**src/hdl/rmf_pkg.sv**
```systemverilog
`timescale 1ns / 1ps
// ----------------------------------------------------------------------------
// rmf_pkg: shared types for the running median filter
// Sample type, register constants and the per-cell entry and link structs.
// ----------------------------------------------------------------------------
package rmf_pkg;

  localparam int SAMPLE_W  = 16;
  localparam int CFG_W     = 5;
  localparam int CFG_RESET = 5;
  // Ages reach at most 63 (window of 64).
  localparam int AGE_W     = 6;

  typedef logic [SAMPLE_W-1:0] sample_t;
  typedef logic [CFG_W-1:0]    cfg_t;
  typedef logic [AGE_W-1:0]    age_t;

  // One slot of the sorted chain.
  typedef struct packed {
    logic    valid;
    age_t    age;
    sample_t value;
  } entry_t;

  // Passed from a cell to its right-hand neighbor.
  typedef struct packed {
    logic   del;   // oldest entry removed at or left of this cell
    logic   ins;   // insertion point at or left of this cell
    entry_t comp;  // this cell's entry after removal
  } link_t;

endpackage

```
**src/hdl/rmf_ifs.sv**
```systemverilog
`timescale 1ns / 1ps
// ----------------------------------------------------------------------------
// rmf_ifs: stream channels of the running median filter
// Valid/ready channels for input samples and output medians.
// ----------------------------------------------------------------------------
interface rmf_sample_if;
  logic                 valid;
  logic                 ready;
  rmf_pkg::sample_t     sample;

  modport source (output valid, output sample, input ready);
  modport sink   (input valid, input sample, output ready);
endinterface

interface rmf_median_if;
  logic                 valid;
  logic                 ready;
  rmf_pkg::sample_t     median;

  modport source (output valid, output median, input ready);
  modport sink   (input valid, input median, output ready);
endinterface

```
**src/hdl/rmf_cell.sv**
```systemverilog
`timescale 1ns / 1ps
// ----------------------------------------------------------------------------
// rmf_cell: one slot of the sorted sample chain
// Drops the oldest entry (shift from the right), then opens a gap for the
// new sample (shift from the left). Ages advance by one per step.
// ----------------------------------------------------------------------------
module rmf_cell (
  input  logic             clk,
  input  logic             rst,
  input  logic             clr,
  input  logic             step,
  input  logic             full,
  input  rmf_pkg::age_t    oldest_age,
  input  rmf_pkg::sample_t sample,
  input  rmf_pkg::entry_t  right,
  input  rmf_pkg::link_t   left,
  output rmf_pkg::entry_t  q,
  output rmf_pkg::link_t   link
);
  import rmf_pkg::*;

  logic   del_here;
  logic   d;
  entry_t c;
  logic   h;
  entry_t q_next;

  always_comb begin
    del_here = full & q.valid & (q.age == oldest_age);
    d        = left.del | del_here;
    c        = d ? right : q;
    h        = ~c.valid | (c.value > sample);

    if (!h) begin
      q_next     = c;
      q_next.age = c.age + age_t'(1);
    end else if (left.ins) begin
      q_next     = left.comp;
      q_next.age = left.comp.age + age_t'(1);
    end else begin
      q_next.valid = 1'b1;
      q_next.age   = '0;
      q_next.value = sample;
    end

    link.del  = d;
    link.ins  = h;
    link.comp = c;
  end

  always_ff @(posedge clk) begin
    if (rst || clr) begin
      q <= '0;
    end else if (step) begin
      q <= q_next;
    end
  end

endmodule

```
**src/hdl/running_median_filter_top.sv**
```systemverilog
`timescale 1ns / 1ps
// ----------------------------------------------------------------------------
// running_median_filter_top: running median over the newest samples
// Sorted chain of cells with age tags, median picked from the middle.
// ----------------------------------------------------------------------------
// Usage:
//   samples : valid/ready sink, one 16-bit unsigned sample per word.
//   medians : valid/ready source, one 16-bit median per accepted sample.
//   cfg_we/cfg_data : window_size write (0 acts as 1, above WINDOW_MAX acts
//     as WINDOW_MAX). A write clears the window; issue it only when idle.
// Operation:
//   On acceptance the sample is inserted into the sorted cell chain while the
//   oldest entry (age = window - 1) drops out once full. Once the output
//   register is free, the middle cell(s) are picked and loaded into it.
// Flow control:
//   samples.ready drops while a sorted update waits for the middle-select/add
//   stage, so a new sample is taken only after the previous update has
//   loaded its median into the output register.
// Reset:
//   rst clears the chain and fill count, window_size returns to 5.
// Backpressure:
//   A stalled result holds in the output register; one more sample may be
//   taken and sorted meanwhile, further samples wait until it drains.
// ----------------------------------------------------------------------------
module running_median_filter_top #(
  parameter int WINDOW_MAX = 16   // 1..64
) (
  input  logic                clk,
  input  logic                rst,
  rmf_sample_if.sink          samples,
  rmf_median_if.source        medians,
  input  logic                cfg_we,
  input  rmf_pkg::cfg_t       cfg_data
);
  import rmf_pkg::*;

  localparam int CNT_W   = $clog2(WINDOW_MAX + 1);
  localparam int IDX_W   = (WINDOW_MAX > 1) ? $clog2(WINDOW_MAX) : 1;
  localparam int RESET_N = (CFG_RESET > WINDOW_MAX) ? WINDOW_MAX : CFG_RESET;

  // Effective window size, clipped at write time.
  logic [CNT_W-1:0] win_n;
  logic [CNT_W-1:0] win_n_next;
  // Number of valid cells.
  logic [CNT_W-1:0] count;
  logic             full;
  logic             busy;
  logic             step;
  age_t             oldest_age;

  entry_t           cells_q  [WINDOW_MAX];
  entry_t           rights   [WINDOW_MAX];
  link_t            lefts    [WINDOW_MAX];
  link_t            links    [WINDOW_MAX];

  sample_t          vals     [2**IDX_W];
  logic [CNT_W-1:0] half;
  logic [IDX_W-1:0] hi_idx;
  logic [IDX_W-1:0] lo_idx;
  logic [SAMPLE_W:0] pair_sum;
  sample_t          median_next;

  logic             out_free;
  logic             out_valid;
  sample_t          out_median;

  // --- configuration ---------------------------------------------------------
  always_comb begin
    if (cfg_data == '0) begin
      win_n_next = CNT_W'(1);
    end else if (32'(cfg_data) > 32'(WINDOW_MAX)) begin
      win_n_next = CNT_W'(WINDOW_MAX);
    end else begin
      win_n_next = CNT_W'(cfg_data);
    end
  end

  always_ff @(posedge clk) begin
    if (rst) begin
      win_n <= CNT_W'(RESET_N);
    end else if (cfg_we) begin
      win_n <= win_n_next;
    end
  end

  // --- chain control ---------------------------------------------------------
  assign step          = samples.valid & samples.ready;
  assign samples.ready = ~busy;
  assign full          = (count == win_n);
  assign oldest_age    = AGE_W'(win_n - CNT_W'(1));

  always_ff @(posedge clk) begin
    if (rst || cfg_we) begin
      count <= '0;
    end else if (step && !full) begin
      count <= count + CNT_W'(1);
    end
  end

  // --- cell chain ------------------------------------------------------------
  genvar gi;
  generate
    for (gi = 0; gi < WINDOW_MAX; gi++) begin : g_cell
      if (gi == WINDOW_MAX - 1) begin : g_last
        assign rights[gi] = '0;
      end else begin : g_mid
        assign rights[gi] = cells_q[gi+1];
      end
      if (gi == 0) begin : g_first
        assign lefts[gi] = '0;
      end else begin : g_rest
        assign lefts[gi] = links[gi-1];
      end

      rmf_cell u_cell (
        .clk        (clk),
        .rst        (rst),
        .clr        (cfg_we),
        .step       (step),
        .full       (full),
        .oldest_age (oldest_age),
        .sample     (samples.sample),
        .right      (rights[gi]),
        .left       (lefts[gi]),
        .q          (cells_q[gi]),
        .link       (links[gi])
      );
    end

    for (gi = 0; gi < 2**IDX_W; gi++) begin : g_vals
      if (gi < WINDOW_MAX) begin : g_real
        assign vals[gi] = cells_q[gi].value;
      end else begin : g_pad
        assign vals[gi] = '0;
      end
    end
  endgenerate

  // --- middle select ---------------------------------------------------------
  // Odd count: middle cell. Even count: truncated mean of the two middles.
  always_comb begin
    half        = count >> 1;
    hi_idx      = IDX_W'(half);
    lo_idx      = IDX_W'(half - CNT_W'(1));
    pair_sum    = {1'b0, vals[lo_idx]} + {1'b0, vals[hi_idx]};
    median_next = count[0] ? vals[hi_idx] : pair_sum[SAMPLE_W:1];
  end

  // --- output register -------------------------------------------------------
  assign out_free = ~out_valid | medians.ready;

  always_ff @(posedge clk) begin
    if (rst) begin
      busy      <= 1'b0;
      out_valid <= 1'b0;
    end else begin
      if (busy && out_free) begin
        busy      <= 1'b0;
        out_valid <= 1'b1;
      end else begin
        if (step) begin
          busy <= 1'b1;
        end
        if (medians.ready) begin
          out_valid <= 1'b0;
        end
      end
    end
  end

  always_ff @(posedge clk) begin
    if (busy && out_free) begin
      out_median <= median_next;
    end
  end

  assign medians.valid  = out_valid;
  assign medians.median = out_median;

  // --- assertions ------------------------------------------------------------
  logic [WINDOW_MAX-1:0] valid_bits;

  generate
    for (gi = 0; gi < WINDOW_MAX; gi++) begin : g_vbits
      assign valid_bits[gi] = cells_q[gi].valid;
    end
  endgenerate

  // Occupied cells track the fill count.
  a_count_match: assert property (@(posedge clk) disable iff (rst)
    32'($countones(valid_bits)) == 32'(count))
    else $error("cell occupancy differs from fill count");

  // Fill count never passes the window.
  a_count_bound: assert property (@(posedge clk) disable iff (rst)
    count <= win_n)
    else $error("fill count above window size");

  // No new word is taken while a sorted update still waits for its median.
  a_no_overrun: assert property (@(posedge clk) disable iff (rst)
    (busy && !out_free) |=> busy)
    else $error("pending update lost");

  generate
    for (gi = 0; gi < WINDOW_MAX - 1; gi++) begin : g_order
      a_sorted: assert property (@(posedge clk) disable iff (rst)
        cells_q[gi+1].valid |-> (cells_q[gi].valid &&
          cells_q[gi].value <= cells_q[gi+1].value))
        else $error("cell chain out of order");
    end
  endgenerate

endmodule

```
**src/flat_wrapper.sv**
```systemverilog
// flat-port wrapper written by rule: the top's interface ports become plain ports
module running_median_filter_top_flat import rmf_pkg::*;
#(
  parameter int WINDOW_MAX = 16           
)
  (clk, rst, cfg_we, cfg_data, samples_valid, samples_sample, samples_ready, medians_valid, medians_median, medians_ready);
  rmf_sample_if samples_i ();
  rmf_median_if medians_i ();
  input  logic clk;
  input  logic rst;
  input  logic cfg_we;
  input  rmf_pkg::cfg_t cfg_data;
  input wire logic [$bits(samples_i.valid)-1:0] samples_valid;
  input wire logic [$bits(samples_i.sample)-1:0] samples_sample;
  output wire logic [$bits(samples_i.ready)-1:0] samples_ready;
  output wire logic [$bits(medians_i.valid)-1:0] medians_valid;
  output wire logic [$bits(medians_i.median)-1:0] medians_median;
  input wire logic [$bits(medians_i.ready)-1:0] medians_ready;
  assign samples_i.valid = samples_valid;
  assign samples_i.sample = samples_sample;
  assign samples_ready = samples_i.ready;
  assign medians_valid = medians_i.valid;
  assign medians_median = medians_i.median;
  assign medians_i.ready = medians_ready;
  running_median_filter_top #(.WINDOW_MAX(WINDOW_MAX)) u_core (.clk(clk), .rst(rst), .samples(samples_i), .medians(medians_i), .cfg_we(cfg_we), .cfg_data(cfg_data));
endmodule
```
**config.mk**
```make
export PLATFORM = sky130hd
export DESIGN_NAME = running_median_filter_top_flat
export DESIGN_NICKNAME = d
export VERILOG_FILES = /design/src/hdl/rmf_pkg.sv /design/src/hdl/rmf_ifs.sv /design/src/hdl/rmf_cell.sv /design/src/hdl/running_median_filter_top.sv /design/src/flat_wrapper.sv
export SDC_FILE = /design/constraint.sdc
export NUM_CORES = 2
export LEC_CHECK = 0
export BUFFER_PORTS_ARGS = -buffer_cell sky130_fd_sc_hd__buf_2
export CAP_MARGIN = 40
export CORE_UTILIZATION = 30
export CTS_BUF_LIST = sky130_fd_sc_hd__clkbuf_4
export DETAILED_ROUTE_END_ITERATION = 16
export GPL_ROUTABILITY_DRIVEN = 0
export GPL_TIMING_DRIVEN = 0
export PLACE_DENSITY = 0.48
export SYNTH_ARGS = -nofsm -noshare
export SYNTH_HDL_FRONTEND = slang
export SYNTH_HIERARCHICAL = 1
export SYNTH_SLANG_ARGS = --single-unit
```
**constraint.sdc**
```tcl
create_clock -name clk -period 33 [get_ports clk]
set_input_delay 8.25 -clock clk [delete_from_list [all_inputs] [get_ports clk]]
set_output_delay 8.25 -clock clk [all_outputs]
set_load 0.005 [all_outputs]
```
==> summary.md <==
| Metric | Value |
|---|---|
| Outcome | completed |
| Sequential power share | 36.1% |
| PD cells | 30.2 nW/um2 |
| CTS Sinks | 396 |
| Rows | 137 |
| # Post-CTS Setup Buffers | 0 |
| IO Port Bufs | 43 |
| Initial antenna violation count | 14 |
| Buf/Inv on CP | 50 |
| Clock tree buffer depth | 3 |
| Largest net degree at the start of global routing | 18 |
| Clock slew at reported path FFs | 0.06 ns |
| Critical Path Source Type | flop |
| P_int | 0.927 mW |
| CORE AREA | 140000 um2 |
| Worst path top cell family by delay | buffers and inverters |
| First-pass GRT wire length | 273000 um |
| Setup_tns | 0 ns |
| Final WL | 185000 um |
| Initial drt markers | 4278 |
| Worst vdd ir | 0.0000229 V |
| Die Y | 379 um |
| Layout area overhead | 12.2% |
| Final hold vios | 0 |
| Syn Inst Count | 4899 |
| DR pass1 iterations | 6 |
| Max Cap Viol | 0 |
| H-tree Lvls | 4 |
| Worst-Skew Late Latency | 1.15 ns |
| Max-slew violations | 0 |
| Slew HR | 37.1% |
| Crit Path Max Fanout | 10 |
| Clock root buffer master | clkbuf_4 |
| Critical Path AT | 21.74 ns |
| CTS tree | yes |
| CP required | 33.98 ns |
| Worst setup path category | flop to flop |
| # setup viols final | 0 |
| DRC viols | 0 |
| Die width | 379 um |
| Setup crit end kind | flop |
| IO Count | 44 |
| Die ar. | 143000 um2 |
| Vias in the first global route | 41.0k |
| Psw | 0.515 mW |
| Gr usage total | 25.4% |
| Final worst path period need | 20.76 ns |
| CTS buffer count | 139 |
| Hold Slack | 0.561 ns |
| HPWL after DPL | 143000 um |
| Net Sw Frac | 35.7% |
| Synth warn | 6 |
| Pwr Total | 1.44 mW |
| HP Class | flop to flop |
| Slowest stage cell on the critical path | xnor2_2 |
| Vias | 41.9k |
| Syn_area_per_cell | 8.69 um2 |
| # nets final | 5511 |
| Via density | 5.85 |
| Logic gate share of total power | 23.0% |
| Fmax | 0.0482 GHz |
| Leak | 17.7 nW |
| Worst Skew | 0.0915 ns |
| Share of layout cells above drive strength 1 | 19.8% |
| Post-Syn Area | 42600 um2 |
| Post-CTS resize count | 0 |
| Hold bufs inserted after CTS | 0 |
| Gr ovfl total | 0 |
| Avg WL per Cell | 25.9 um |
| Final ANT Viol Nets | 0 |
| RSZ-0062 raised after global routing | false |
| Initial Utilization | 30.4% |
| Fin crit share | 62.9% |
| Clock network power share | 40.9% |
| Worst-Margin Slew | 0.935 ns |
| CP peak stage delay | 0.70 ns |
worst min-delay path, cell delays in order (launching register included):
cell	delay, ns
dfxtp_1	0.34
nand3b_1	0.09
o211ai_1	0.07
final timing paths:
kind                                        from                              to  slack [ns]  cells past startpoint
setup / recovery                 u_core/win_n[0]   u_core/g_cell[15].u_cell/q[1]       12.24                     80
setup reg to reg                 u_core/win_n[0]   u_core/g_cell[15].u_cell/q[1]       12.24                     80
hold reg to reg   u_core/g_cell[13].u_cell/q[10]  u_core/g_cell[13].u_cell/q[10]        0.56                      2
hold / removal    u_core/g_cell[13].u_cell/q[10]  u_core/g_cell[13].u_cell/q[10]        0.56                      2
layout make-up:
type / instances / area, um2
clock inverter: 36 / 249
multi-input combinational: 3811 / 31400
inverter: 315 / 1180
timing repair buffer: 72 / 709
antenna: 9 / 22.5
tap: 1876 / 2350
buffer: 442 / 2210
fill: 14800 / 92300
sequential: 396 / 8090
clock buffer: 206 / 1550
cell usage in the layout, fill, tap and decap left out, types with 16 or more instances in the layout:
cell type / count
conb_1: 66
or2_2: 19
clkbuf_1: 300
inv_1: 297
a41oi_4: 16
mux2_4: 16
nand2_1: 413
a311oi_1: 16
buf_2: 91
edfxtp_1: 16
dfxtp_1: 380
nor4_2: 16
o211a_1: 64
nand3b_1: 256
buf_4: 34
a21o_1: 33
clkinv_1: 36
mux2_2: 365
nor2_1: 94
xor2_1: 88
buf_6: 59
o31ai_1: 18
mux2i_1: 40
a21oi_1: 159
mux4_2: 159
o21ai_0: 155
and2_1: 47
o21a_1: 85
o211ai_1: 516
nor2b_1: 34
clkbuf_4: 206
ha_1: 307
nor4_1: 16
nand4_1: 370
a211oi_2: 16
xnor2_1: 202
nand3_1: 131
power groups by stage:
stage	logic, mW	clock network, mW	registers [mW]
2_1_floorplan	0.215	0	0.517
3_3_place_gp	0.315	0	0.531
3_5_place_dp	0.324	0	0.531
4_1_cts	0.326	0.608	0.520
5_1_grt	0.355	0.632	0.522
6_report	0.331	0.590	0.521
flip-flops by register name, indices dropped and copies added (netlist names):
name and cells:
u_core/medians.valid 1, u_core/g_cell.u_cell/q 368, u_core/medians.median 16, u_core/count 5
u_core/busy 1, u_core/win_n 5
metrics by stage:
step	utilization, %	instance area [um2]	cells	setup slack, ns
finish	34.1	47700	7163	12.24
global route	34.1	47700	7161	11.01
CTS	34.1	47700	7154	12.28
detailed placement	32.8	45900	6912	12.36
global placement	32.4	45400	6883	8.18
floorplan	-	42800	4964	16.44
metal layers:
metal / vias up / share of wire, % / global-route usage [%]
met5: - / 0.0043 / 0
li1: 19100 / - / -
met1: 20600 / 43 / 33.2
met2: 1777 / 45 / 40.2
met4: 2 / 4.6 / 11.7
met3: 416 / 7.5 / 4.79
(Power assumes the default switching activity.)
